$ cat src/xmbrt_ram.sv
`timescale 1ns / 1ps

module xmbrt_ram #(
	parameter int WIDTH = 8,
	parameter int DEPTH = 16
) (
	input  logic                     clk,
	input  logic                     we,
	input  logic [$clog2(DEPTH)-1:0] waddr,
	input  logic [WIDTH-1:0]         wdata,
	input  logic                     re,
	input  logic [$clog2(DEPTH)-1:0] raddr,
	output logic [WIDTH-1:0]         rdata
);

	logic [WIDTH-1:0] mem [DEPTH];

	// One write port and one registered read port.
	always_ff @(posedge clk) begin
		if (we) begin
			mem[waddr] <= wdata;
		end
		if (re) begin
			rdata <= mem[raddr];
		end
	end

endmodule

$ cat config.mk
export PLATFORM = sky130hd
export DESIGN_NAME = xmbrt_ram
export DESIGN_NICKNAME = d
export VERILOG_FILES = /design/src/xmbrt_ram.sv
export SDC_FILE = /design/constraint.sdc
export NUM_CORES = 1
export LEC_CHECK = 0
export BUFFER_PORTS_ARGS = -buffer_cell sky130_fd_sc_hd__buf_2
export CAP_MARGIN = 10
export CORE_ASPECT_RATIO = 0.75
export CORE_MARGIN = 2
export CORE_UTILIZATION = 48
export DETAILED_ROUTE_END_ITERATION = 12
export SLEW_MARGIN = 20
export SYNTH_ARGS = -nofsm -noshare
export SYNTH_HDL_FRONTEND = slang
export SYNTH_SLANG_ARGS = --single-unit
export TNS_END_PERCENT = 50
$ cat constraint.sdc
create_clock -name clk -period 3.9 [get_ports clk]
set_clock_uncertainty 0.05 [all_clocks]
set_input_delay 0.39 -clock clk [delete_from_list [all_inputs] [get_ports clk]]
set_output_delay 0.39 -clock clk [all_outputs]
set_load 0.05 [all_outputs]
== After elaboration in Yosys (flattened, before gate mapping) ==
Memory sizes are Yosys's and may differ from the RTL's. A register that Yosys moved wholly into a read port is not among the register bits.
Cells that the tools add are included.
Operators by class
  add/subtract/negate cells: 0
  multipliers: 0
  divide/modulo/power cells: 0
  $lt $le $gt $ge: 0
  eq/ne operators: 0
  shift operators: 0
  muxes and demuxes: 2
  bitwise gates (word level): 0
  reductions and logical operators: 0
Operator list (number)
  1-bit two-way mux: 2
Word-level totals
  register bits: 0
  latch bits: 0
  RAM bits: 128
  memory bits (read-only): 0
  word-level logic and storage cells: 3
  memories: 1
Memory list
  mem: words 16, bits a word 8, rd ports 1, clocked after Yosys merged registers in 1, wr ports 1, line 16  | logic [WIDTH-1:0] mem [DEPTH];

== Logic depth before layout (Yosys ltp) ==
  depth in word-level cells: 2
  depth in mapped cells: 5
  depth with buffers taken out: 3

== Worst setup path after synthesis ==
OpenSTA, ideal clock, no wires.
  path type: in2reg
  start: input waddr[2]
  end: memory mem[0][0] (enable)
  arrival: 1500 ps
  required time: 3467 ps
  setup slack: 1967 ps
  cell stages on the path: 2
  cells stage by stage: or3b_2 > nor3_1
RTL lines
  start, declared: line 9  | input logic [$clog2(DEPTH)-1:0] waddr,
  end, declared: line 16
Straight into the memory's write port.

==> impl_metrics.yaml <==
sta:
  slew_headroom_pct: 34.6
  setup_viol: 0
  tns_ps: 0
  hold_violations: 0
  slew_viol_final: 0
  post-route-min-period_ps: 1990
  max_slew.worst_pin.slew_ps: 978
  max_freq_mhz: 502
  rsz0062_at_grt: "false"
  setup_slack_ps: 1910
  post-route-period-util_pct: 51.1
synthesis:
  synth_seq_area_share_pct: 78.1
  yosys_register_bits: 136
  syn_area_sq_mm: 0.00523
  synth.area.top_cells: "edfxtp_1 78%, mux4_2 7.8%, mux4_1 7.0%, a22oi_1 2.3%, nor2_1 0.93%"
  synth_top_cell_area_share_pct: 78.1
  avgSynthCellArea_sq_um: 22.8
  ys_async_sr_fraction_pct: 0
  ys.flop_type: "edfxtp_1"
  ys_types: 18
  syn-num-nets: 248
  synth_commonest_cells: "136 x edfxtp_1, 18 x mux4_2, 16 x a22oi_1"
  synth_edf_count: 136
  synth_cells: 229
  yosys_warnings: 0
  yosysTopAreaCell: "edfxtp_1"
  synth.most_common_cell: "edfxtp_1"
drt:
  routed-wl-met2_microns: 4460
  wl_per_cell_microns: 23.7
  firstDrtPassIters: 4
  wl_met1_microns: 4570
  wl_microns: 9840
  vias_per_cell: 5.81
  initialDrtViolationCount: 248
  ant_nets: 0
  wl_met3_microns: 717
  route.vias.total: 2415
  drc: 0
  top_layer_used: "met4"
place:
  dp_hpwl_microns: 6400
  dp_slack_ps: 1410
  io_buffers: 26
  place_congestion: 0.709
layout:
  drive_above_1_share_pct: 25.4
  fill_cells: 770
  multi_input_area_sq_mm: 0.00106
  area_delta_synth_final_pct: 14.0
  fin_util_pct: 57.1
  antenna_cells: 0
  seq_area_sq_mm: 0.00408
  fin_nets: 288
run_status:
  status: "complete, no violations"
worst_setup_path:
  cp-start-kind: "primary input"
  required_ps: 4000
  cp_max_fo: 19
  cp-end-kind: "register"
  worstPathCellList: "buf_2 > buf_4 > mux4_1 > a22oi_1 > nand2_1"
  path_class: "in -> reg"
  critPathArrivalTime_ps: 2100
  max_stage_delay_ps: 580
  critPathSlowestCell: "mux4_1"
floorplanning:
  rows: 32
  die_x_microns: 125
  initial_core_util_pct: 50.0
  core_sq_mm: 0.0105
  dieArea_sq_mm: 0.0117
  ios: 27
  die_y_microns: 94.4
min_path:
  min_path_type: "in -> reg"
power:
  leakage_nw: 1.97
  internal-power_mw: 2.50
  p_seq_share_pct: 52.9
  p_per_area_mw_per_mm2: 526
  switching_share_pct: 20.4
  clockPowerShare_pct: 41.9
  power.switching_uw: 641
  vdd_drop_max_mv: 0.292
  comb_power_share_pct: 5.3
  total_power_mw: 3.14
clocking:
  numCtsBuffers: 17
  clock_path_buffers: 2
  htreeDepth: 4
  postCtsSetupRepairBufs: 0
  root_buffer: "clkbuf_16"
  cts.sinks: 136
  cts_tree: "yes"
  cts_resized: 0
  cts_hold_buf: 0
  cts.clk_slew.worst_paths_ps: 50
  insertion_delay_ps: 400
flow_run:
  maxCapViolations: 0
global_route:
  gr-total-overflow: 0
  grt_pass1_vias: 2497
  grt_use_total_pct: 18.6
  antenna_found_initial: 0
  grt_max_degree: 33
  grt_pass1_wl_microns: 15100
==> per-layer routing <==
layer | vias to the layer above | GRT usage (%)
met1 | 1258 | 27.0
met2 | 90 | 27.4
met5 | - | 0
met4 | 0 | 6.18
met3 | 8 | 5.55
li1 | 1059 | -
==> layout by cell type (no fill, tap or decap), types with 9 or more instances in the layout <==
cell       synthesis  layout
a22oi_1           16      16
buf_2              3      26
clkbuf_16          0      17
edfxtp_1         136     136
mux4_1            14      14
mux4_2            18      18
nand2_1            9       9
nor2_1            13      13
==> worst max-delay path: cells and delay by family <==
kind / cells / cell delay [ps]
buffers and inverters: 2 / 790
muxes: 1 / 580
AOI/OAI and AO/OA: 1 / 240
and+or+nand+nor: 1 / 80
==> registers in the layout, summed over array words and instances (netlist names) <==
register	flops
rdata	8
mem	128
==> through the flow <==
step / hold slack (ps) / std cells / cell area [sq um]
floorplan: 439 / 229 / 5230
global placement: 682 / 386 / 5480
detailed placement: 692 / 386 / 5480
CTS: 294 / 416 / 5960
global route: 296 / 416 / 5960
finish: 306 / 416 / 5960
==> cell families after synthesis <==
logic type / after synthesis / share of synthesized area [%]
DFF: 136 / 78.1
and+or+nand+nor: 35 / 3.14
muxes: 32 / 14.8
AOI/OAI and AO/OA: 16 / 2.30
buffers and inverters: 10 / 1.65
==> final cells by class <==
class	count	area share [%]
clock inverters	8	0.567
flip-flops and latches	136	68.5
repair buffers	31	2.81
clock buffers	22	7.45
well taps	136	2.85
multi-input cells	83	17.8
==> worst paths after layout <==
path | slack (ps) | to | start | cells after the start
worst max-delay path | 1910 | rdata[1]$_DFFE_PP_ | raddr[0] | 5
worst min-delay path | 310 | rdata[2]$_DFFE_PP_ | re | 1
worst max register to register | 2380 | rdata[6]$_DFFE_PP_ | mem[2][6]$_DFFE_PP_ | 3
worst min register to register | 700 | rdata[2]$_DFFE_PP_ | mem[11][2]$_DFFE_PP_ | 3
==> power groups by stage <==
stage | combinational (mW) | sequential, mW | clock [mW]
floorplan | 0.0831 | 1.71 | 0
global placement | 0.167 | 1.69 | 0
detailed placement | 0.169 | 1.69 | 0
CTS | 0.169 | 1.66 | 1.33
global route | 0.179 | 1.66 | 1.41
finish | 0.166 | 1.66 | 1.31
(Power assumes the default switching activity.)
