File: src/xmbrt_pkg.sv
`timescale 1ns / 1ps

package xmbrt_pkg;

	// Table geometry.
	localparam int BUCKET_COUNT = 256;
	localparam int ID_BITS      = 256;
	localparam int BUCKET_SLOTS = 8;
	localparam int MAX_WANT     = 64;

	// Fixed field widths.
	localparam int WORD_BITS = 64;
	localparam int ID_W      = 256;
	localparam int WANT_W    = 7;
	localparam int CFG_IDX_W = 2;

	// Derived widths and depths.
	localparam int ID_WORDS    = (ID_BITS + WORD_BITS - 1) / WORD_BITS;
	localparam int WORD_IDX_W  = (ID_WORDS > 1) ? $clog2(ID_WORDS) : 1;
	localparam int POS_W       = 6;
	localparam int RAW_W       = WORD_IDX_W + POS_W;
	localparam int BUCKET_W    = $clog2(BUCKET_COUNT);
	localparam int SLOT_W      = (BUCKET_SLOTS > 1) ? $clog2(BUCKET_SLOTS) : 1;
	localparam int FILL_W      = $clog2(BUCKET_SLOTS + 1);
	localparam int ENTRY_DEPTH = BUCKET_COUNT << SLOT_W;
	localparam int ENTRY_AW    = BUCKET_W + SLOT_W;

	// Bits of an identifier that take part in the metric.
	localparam logic [ID_W-1:0] ID_MASK = {ID_W{1'b1}} >> (ID_W - ID_BITS);

	// Configuration register indexes.
	localparam logic [CFG_IDX_W-1:0] CFG_OWN_W3 = 2'd0;
	localparam logic [CFG_IDX_W-1:0] CFG_OWN_W2 = 2'd1;
	localparam logic [CFG_IDX_W-1:0] CFG_OWN_W1 = 2'd2;
	localparam logic [CFG_IDX_W-1:0] CFG_OWN_W0 = 2'd3;

	// Input item kinds.
	localparam logic KIND_ADD  = 1'b0;
	localparam logic KIND_FIND = 1'b1;

	// Result status codes.
	typedef enum logic [2:0] {
		STS_ADDED = 3'd0,
		STS_FULL  = 3'd1,
		STS_OWN   = 3'd2,
		STS_FOUND = 3'd3,
		STS_NONE  = 3'd4
	} status_t;

	// Controller states.
	typedef enum logic [2:0] {
		S_IDLE,
		S_BKT,
		S_FILL_RD,
		S_FILL_CHK,
		S_ENT_RD,
		S_ENT_USE,
		S_FLUSH,
		S_REPLY
	} state_t;

	// Result of the leading-bit search.
	typedef struct packed {
		logic                done;
		logic                zero;
		logic [BUCKET_W-1:0] bucket;
	} msb_res_t;

endpackage

File: src/xmbrt_msb.sv
`timescale 1ns / 1ps

module xmbrt_msb (
	input  logic                      clk,
	input  logic                      arst_n,
	input  logic                      start,
	input  logic [xmbrt_pkg::ID_W-1:0] diff,
	output xmbrt_pkg::msb_res_t       res
);

	logic                              busy_q;
	logic [xmbrt_pkg::WORD_IDX_W-1:0]  k_q;
	logic [xmbrt_pkg::WORD_BITS-1:0]   word;
	logic [xmbrt_pkg::POS_W-1:0]       pos;
	logic [xmbrt_pkg::RAW_W-1:0]       raw;
	logic                              hit;

	// Scan the distance one word a cycle, from the top word down.
	always_ff @(posedge clk or negedge arst_n) begin
		if (!arst_n) begin
			busy_q <= 1'b0;
			k_q    <= '0;
		end else if (start) begin
			busy_q <= 1'b1;
			k_q    <= xmbrt_pkg::WORD_IDX_W'(xmbrt_pkg::ID_WORDS - 1);
		end else if (busy_q) begin
			if (hit || k_q == '0) begin
				busy_q <= 1'b0;
			end else begin
				k_q <= k_q - 1'b1;
			end
		end
	end

	// Priority encoder on the current word.
	always_comb begin
		word = diff[k_q * xmbrt_pkg::WORD_BITS +: xmbrt_pkg::WORD_BITS];
		pos  = '0;
		for (int i = 0; i < xmbrt_pkg::WORD_BITS; i++) begin
			if (word[i]) begin
				pos = xmbrt_pkg::POS_W'(i);
			end
		end
		hit = |word;
		raw = {k_q, pos};
	end

	// A leading bit beyond the table lands in the top bucket.
	always_comb begin
		res.done = busy_q && (hit || k_q == '0);
		res.zero = !hit;
		if (int'(raw) >= xmbrt_pkg::BUCKET_COUNT) begin
			res.bucket = xmbrt_pkg::BUCKET_W'(xmbrt_pkg::BUCKET_COUNT - 1);
		end else begin
			res.bucket = xmbrt_pkg::BUCKET_W'(raw);
		end
	end

endmodule

File: config.mk
export PLATFORM = sky130hd
export DESIGN_NAME = xmbrt_msb
export DESIGN_NICKNAME = d
export VERILOG_FILES = /design/src/xmbrt_pkg.sv /design/src/xmbrt_msb.sv
export SDC_FILE = /design/constraint.sdc
export NUM_CORES = 1
export LEC_CHECK = 0
export BUFFER_PORTS_ARGS = -buffer_cell sky130_fd_sc_hd__buf_2
export CAP_MARGIN = 20
export CORE_MARGIN = 4
export CORE_UTILIZATION = 25
export CTS_BUF_LIST = sky130_fd_sc_hd__clkbuf_4
export DETAILED_ROUTE_END_ITERATION = 7
export GPL_TIMING_DRIVEN = 1
export PLACE_DENSITY = 0.67
export RECOVER_POWER = 25
export SLEW_MARGIN = 20
export SYNTH_ARGS = -nofsm -noshare
export SYNTH_HDL_FRONTEND = slang
export SYNTH_SLANG_ARGS = --single-unit
File: constraint.sdc
create_clock -name clk -period 8.5 [get_ports clk]
set_input_delay 0.425 -clock clk [delete_from_list [all_inputs] [get_ports clk]]
set_output_delay 0.425 -clock clk [all_outputs]
set_load 0.05 [all_outputs]
# [Word-level counts from Yosys, hierarchy flattened]
# Cells that the tools add are included.
[classes] n_addsub=1 eq_ne=1 n_shift=1 muxes=69 n_reduce_logical=7
[ops] operator="2-to-1 mux 6 bit" count=62
[ops] operator="indexed part select 256 x 9 -> 64 bit" count=1
[ops] operator="OR reduction 64 bit" count=1
[ops] operator="2-to-1 mux 2 bit" count=3
[ops] operator="2-to-1 mux 1 bit" count=4
[ops] operator="zero test 2 bit" count=1
[ops] operator="!= test 2 bit (second input constant)" count=1
[ops] operator="AND reduction 2 bit" count=1
[ops] operator="nonzero test 2 bit" count=1
[ops] operator="subtractor 2 x 1 -> 2 bit (second input constant)" count=1
[ops] operator="logical AND 1 bit" count=1
[ops] operator="zero test 1 bit" count=1
[ops] operator="logical OR 1 bit" count=1
[totals] register_bits=3 inputBits=259 out_inout_bits=10 word_cells=81

# [Longest topological paths before layout]
# Gate-level depths: netlist of run 1.
[logic_depth] ltp_word=64 mapped_depth=8 mapped_depth_nobuf=6

# [Worst setup path after synthesis of run 1]
# Ideal clock, no wire load.
[synth_timing] path_kind="register -> output" startpoint="register k_q[0] (netlist name)" endpoint="output res[0] (netlist name)" arrival_ns=3.837 t_required_ns=8.075 slack_ns=4.238 path_stages_with_launch=9 path_buffers=2 cell_sequence="dfrtp_1 > buf_2 > buf_2 > mux4_2 > or3_1 > a221o_1 > a21oi_1 > o211ai_1 > a211oi_1"
[synth_lines] item="start: declaration" line_no="xmbrt_msb.sv:12" rtl="logic [xmbrt_pkg::WORD_IDX_W-1:0] k_q;"
[synth_lines] item="start signal: assignment" line_no="xmbrt_msb.sv:25" rtl="k_q <= xmbrt_pkg::WORD_IDX_W'(xmbrt_pkg::ID_WORDS - 1);"
[synth_lines] item="start signal: assignment" line_no="xmbrt_msb.sv:30" rtl="k_q <= k_q - 1'b1;"
[synth_lines] item="end: declaration" line_no="xmbrt_msb.sv:8" rtl="output xmbrt_pkg::msb_res_t res"

==> results of run 1 <==
==> metal layers <==
layer | vias up | wire length, um | share of wire [%]
li1 | 1551 | - | -
met1 | 1597 | 4630 | 38
met2 | 193 | 6370 | 52
met3 | 30 | 1130 | 9.2
met4 | 4 | 180 | 1.5
met5 | - | 26 | 0.21
==> cell usage after synthesis, drive strengths merged (2+ instances only) <==
master / number
or3: 2
nand4: 3
nand2b: 6
o21bai: 2
o211ai: 5
mux4: 64
o21ai: 7
o21a: 2
o221ai: 2
clkbuf: 4
a31oi: 2
a21oi: 9
nor4: 19
buf: 10
nor2: 27
and4: 4
inv: 11
dfrtp: 3
a221o: 2
o31a: 2
nor3: 9
nor2b: 6
or4: 6
mux2i: 2
nand2: 6
nand3: 3
o31ai: 4
==> through the flow <==
stage                     instance area [sq um]  util (%)  hold WS [ns]  total power, mW  instances
after floorplan                            2490         -         0.129           0.0692        231
after global placement                     3930      40.4         0.228            0.139        620
after detailed placement                   3930      40.4         0.229            0.141        620
after CTS                                  3970      40.8         0.458            0.171        625
after global routing                       3970      40.8         0.492            0.183        625
final                                      3970      40.8         0.463            0.170        625
==> layout make-up <==
type,count,area [sq um],share of cell area [%]
Tap cell,133,166,4.19
Clock buffer,4,30.0,0.756
Multi-Input combinational cell,203,2290,57.6
Inverter,11,41.3,1.04
Timing Repair Buffer,271,1370,34.4
Sequential cell,3,78.8,1.99
==> worst register-to-register path, delay by kind of cell (launching register included) <==
| kind | cells | cell delay [ns] |
|---|---|---|
| buffers and inverters | 1 | 0.58 |
| muxes | 2 | 0.62 |
| DFF | 1 | 1.27 |
| and+or+nand+nor | 4 | 1.25 |
==> where the power goes <==
part	internal (mW)	switching (mW)	total [mW]
combinational	0.0758	0.0513	0.127
sequential	0.0146	0.000147	0.0147
clock	0.0208	0.00777	0.0286
total	0.111	0.0592	0.170
==> kinds of logic (layout without fill, tap and decap cells) <==
group,Yosys count,in the layout
AOI/OAI and AO/OA,43,43
adders and majority gates,1,1
buffers and inverters,25,286
DFF,3,3
muxes,66,66
and+or+nand+nor,93,93
==> path summary, 6_finish.rpt <==
check | end | start | slack (ns)
setup reg to reg | k_q[1] | k_q[1] | 4.66
setup / recovery | res[2] | k_q[1] | 3.85
hold reg to reg | busy_q | busy_q | 0.59
max in group asynchronous | k_q[0] | arst_n | 7.77
hold / removal | busy_q | start | 0.46
min in group asynchronous | k_q[1] | arst_n | 0.54
==> state kept, by name, indices dropped and copies added (netlist names) <==
register / flops
busy_q: 1
k_q: 2
==> run metrics, run 1 <==
run status=complete, no violations; final weighted congestion in routability-driven placement=0.899; Placement Setup Slack=4.40 ns; xor/xnor cell area share of the yosys netlist=0%; Synthesis Warnings=0; worst rel slew slack=5.52%; startpoint-to-endpoint class of the critical path=flop to output pin; list of cells traversed by the critical path=buf_4, mux4_2, nor4_1, nand2b_1, a31oi_1, o221ai_1, a41oi_1, buf_2; unrepaired setup endpoints after global routing=no; fraction of final layout cells sized beyond drive strength 1=69.1%; largest family of logic cells by synthesized area=multiplexers; post-detailed-route count of antenna-violating nets=0; number of sinks driven by the clock tree=3; detailed-route DRC error count=0; most common cell after layout, fill and taps aside=sky130_fd_sc_hd__buf_2; first-pass GRT wire length=18000 um; async set or reset register ratio after synthesis=100%; setup fix buffers added after clock tree synthesis=0; reported max-cap violation count=0; slew at the pin closest to its max-slew limit=1.42 ns; Setup violations, final=0; Area growth, synth to finish=59.6%; root buf cell=sky130_fd_sc_hd__clkbuf_4; highest net fanout along the worst path=35; routed vias/inst=5.40; post-cts repair resize count=0; commonest cells after routing, fill and taps aside=sky130_fd_sc_hd__buf_2 (267), sky130_fd_sc_hd__mux4_2 (64), sky130_fd_sc_hd__nor2_1 (27); Synth Instances=231; cell area after technology mapping=2490 sq um; critical path data required time=8.08 ns; Clock Skews=0.00398 ns; IO Count=269; leakage power=1.89 nW; crit start category=flop; classification of the worst-slack hold path=input port to flop; P per Cell Area=42.9 nW/um^2; simple-gate area share of the yosys netlist=20.8%; GR peak layer=met2; Tot GR Track Use=19.6%; CP Depth=8; clock buffers created by TritonCTS=3; GRT met3 Usage=4.68%; Peak VDD IR=49.6 uV; DR vias=3375; Core Box Area=9730 sq um; clock slew at the register clock pins of the worst setup and hold paths=0.04 ns; starting DRC count in detailed routing=128; Synth area leaders=sky130_fd_sc_hd__mux4_2 (58%), sky130_fd_sc_hd__nor4_1 (4.8%), sky130_fd_sc_hd__nor2_1 (4.1%); HPWL after detailed placement=11100 um; delay of the slowest cell on the worst path=1.27 ns; nets@finish=753; leftover overflow at the end of global routing=0; synthesized-area fraction occupied by ao, oa, aoi and oai cells=11.9%; Min Clock Period, post-route=4.65 ns; Routed wire per std cell=19.7 um; Site Rows=36; Mean Syn Cell Area=10.8 sq um; effective utilization at floorplan=25.6%; post-synthesis adder-cell area fraction=0.503%; share of the yosys chip area belonging to registers=3.02%; Synth Flop Type=sky130_fd_sc_hd__dfrtp_1; fmax=215 MHz; max-slew violation count=0; number of flops mapped to enable cells by yosys=0; largest delay contributor family on the critical path=flip-flops; Antenna diodes=0; number of global-route vias before repair=3623; nets in the synthesized netlist=491; area fraction of the dominant cell type after synthesis=57.9%; floorplan die area=11600 sq um; Worst-Skew Late Latency=0.23 ns; Port Buffer Count=268; Final Cycle Share=54.7%; Longest Clk Path Bufs=2; Hold Vio Cnt, Final=0; Hold Path Depth=2; distinct cell type count of the synthesized netlist=41; die height=108 um; arrival time of data at the critical path endpoint=4.22 ns; cell taking the most area after synthesis=sky130_fd_sc_hd__mux4_2; highest-delay cell along the critical path=sky130_fd_sc_hd__dfrtp_1; number of iterations in the first detailed-routing pass=4; wire length reported by the detailed router=12300 um; TritonCTS clock tree=built; share of cell area taken by muxes after synthesis=58.8%; Seq cells post-synth=3; count of H-tree levels built during CTS=1; CP Capture Type=output pin; final worst slack=3.85 ns; die width=108 um; filler cell count=970; worst-case reg-to-reg path depth=7; count of buffer and inverter cells on the critical path=2; met1 layer usage reported by global route=23.7%; GRT met2 Usage=36.0%; Setup TNS Final=0 ns; largest net degree at the start of global routing=36; number of antenna violations at the first check in global routing=2; CTS Hold Bufs=1
Note: power is estimated with default switching activity, not from simulation.
==> run 2: changes to the inputs <==
==> constraint.sdc (replaced) <==
create_clock -name clk -period 4.7 [get_ports clk]
set_input_delay 0.235 -clock clk [delete_from_list [all_inputs] [get_ports clk]]
set_output_delay 0.235 -clock clk [all_outputs]
set_load 0.05 [all_outputs]
==> run metrics, run 2 (synthesized netlist as in run 1, its figures left out) <==
run status=complete, no violations; commonest cells after routing, fill and taps aside=sky130_fd_sc_hd__buf_2 (267), sky130_fd_sc_hd__mux4_2 (64), sky130_fd_sc_hd__nor2_1 (27); CTS Hold Bufs=1; Port Buffer Count=268; Critical R2R Launch=k_q[0]; timing startpoint of the critical path=k_q[0]; DR vias=3410; Setup TNS Final=0 ns; Internal Pwr Total=0.201 mW; Core Box Area=9730 sq um; routed vias/inst=5.43; wire length reported by the detailed router=12400 um; effective utilization at floorplan=25.6%; highest net fanout along the worst path=34; Site Rows=36; overall power consumption=0.309 mW; Setup violations, final=0; startpoint-to-endpoint class of the critical path=flop to output pin; classification of the worst-slack hold path=input port to flop; first-pass GRT wire length=17400 um; post-cts repair resize count=0; Comb pwr share=74.8%; fmax=270 MHz; worst-case reg-to-reg path depth=7; Peak VDD IR=54.4 uV; number of antenna violations at the first check in global routing=1; TritonCTS clock tree=built; Worst-Skew Late Latency=0.23 ns; reported max-cap violation count=0; number of sinks driven by the clock tree=3; switching share of total power=34.9%; Hold Vio Cnt, Final=0; final design utilization=41.1%; unrepaired setup endpoints after global routing=no; fraction of final layout cells sized beyond drive strength 1=69.4%; filler cell count=990; Longest Clk Path Bufs=2; leakage power=1.90 nW; setup fix buffers added after clock tree synthesis=0; leftover overflow at the end of global routing=0; Min Clock Period, post-route=3.70 ns; arrival time of data at the critical path endpoint=3.47 ns; clock buffers created by TritonCTS=3; crit start category=flop; Final Cycle Share=78.8%; number of iterations in the first detailed-routing pass=6; clock share of power=16.5%; Clock Skews=0.000221 ns; worst rel slew slack=54.2%; die width=108 um; post-detailed-route count of antenna-violating nets=0; die height=108 um; Area growth, synth to finish=60.9%; P per Cell Area=77.2 nW/um^2; most common cell after layout, fill and taps aside=sky130_fd_sc_hd__buf_2; starting DRC count in detailed routing=166; largest net degree at the start of global routing=35; Tot GR Track Use=19.3%; slew at the pin closest to its max-slew limit=0.680 ns; registers with the highest flip-flop counts=k_q x2, busy_q x1; endpoint of the lowest-slack register-to-register path=k_q[1]; Largest register FFs=2; number of global-route vias before repair=3473; critical path data required time=4.47 ns; reg2reg setup slack=1.39 ns; Sequential Power Share=8.7%; max-slew violation count=0; count of H-tree levels built during CTS=1; final weighted congestion in routability-driven placement=0.853; root buf cell=sky130_fd_sc_hd__clkbuf_4; IO Count=269; largest register by flop count=k_q; clock slew at the register clock pins of the worst setup and hold paths=0.04 ns; HPWL after detailed placement=11100 um; detailed-route DRC error count=0; switching power=0.108 mW; nets@finish=755; Routed wire per std cell=19.8 um; floorplan die area=11600 sq um; last element of the critical path=res[9]; CP Capture Type=output pin
==> run 2: changes by cell type in the layout (fill, tap and decap cells not counted), sizes merged <==
cell | previous run | this run
buf | 269 | 271
diode | 0 | 1
==> run 2: cell type report <==
type                    count  area (sq um)  share of cell area (%)
multi-input cells         203          2290                    57.2
clock buffers               4          30.0                   0.750
flip-flops and latches      3          80.1                    2.00
repair buffers            273          1390                    34.8
diodes                      1          2.50                  0.0625
inverters                  11          41.3                    1.03
well taps                 133           166                    4.16
==> run 2: layer usage <==
| metal | wire, um | share of wire (%) | track usage [%] |
|---|---|---|---|
| met2 | 6640 | 53 | 36.6 |
| met1 | 4410 | 36 | 22.7 |
| met3 | 1270 | 10 | 3.72 |
| met4 | 85 | 0.68 | 2.80 |
| met5 | 12 | 0.097 | 0 |
==> run 2: worst min-delay path by stage <==
stage / startpoint / slack, ns / cells after the start / to
final: start / 0.27 / 2 / busy_q
after global placement: arst_n / 0.04 / 1 / busy_q
after global routing: start / 0.28 / 2 / busy_q
after floorplan: arst_n / -0.06 / 0 / busy_q
after detailed placement: arst_n / 0.04 / 1 / busy_q
after CTS: start / 0.26 / 2 / busy_q
==> run 2: power by group through the flow <==
stage | clock network (mW) | registers [mW] | logic (mW)
floorplan | 0 | 0.0270 | 0.0981
global placement | 0 | 0.0271 | 0.223
detailed placement | 0 | 0.0270 | 0.229
CTS | 0.0530 | 0.0267 | 0.231
global route | 0.0557 | 0.0267 | 0.249
finish | 0.0510 | 0.0267 | 0.231
==> run 2: worst max-delay path: stages (launching register included) <==
cell and delay [ns]:
sky130_fd_sc_hd__dfrtp_4 0.76, sky130_fd_sc_hd__buf_12 0.33, sky130_fd_sc_hd__mux4_2 0.60, sky130_fd_sc_hd__nor4_1 0.64, sky130_fd_sc_hd__and4_1 0.31, sky130_fd_sc_hd__and4_4 0.26, sky130_fd_sc_hd__a21boi_0 0.08, sky130_fd_sc_hd__buf_2 0.21
==> run 2: per-stage QoR <==
step	hold slack (ns)	instances	area, sq um	setup slack [ns]
after floorplan	-0.0606	231	2490	0.628
after global placement	0.0389	622	3960	1.24
after detailed placement	0.0391	622	3960	1.21
after CTS	0.263	627	4000	0.955
after global routing	0.283	627	4000	0.734
final	0.268	628	4000	0.998
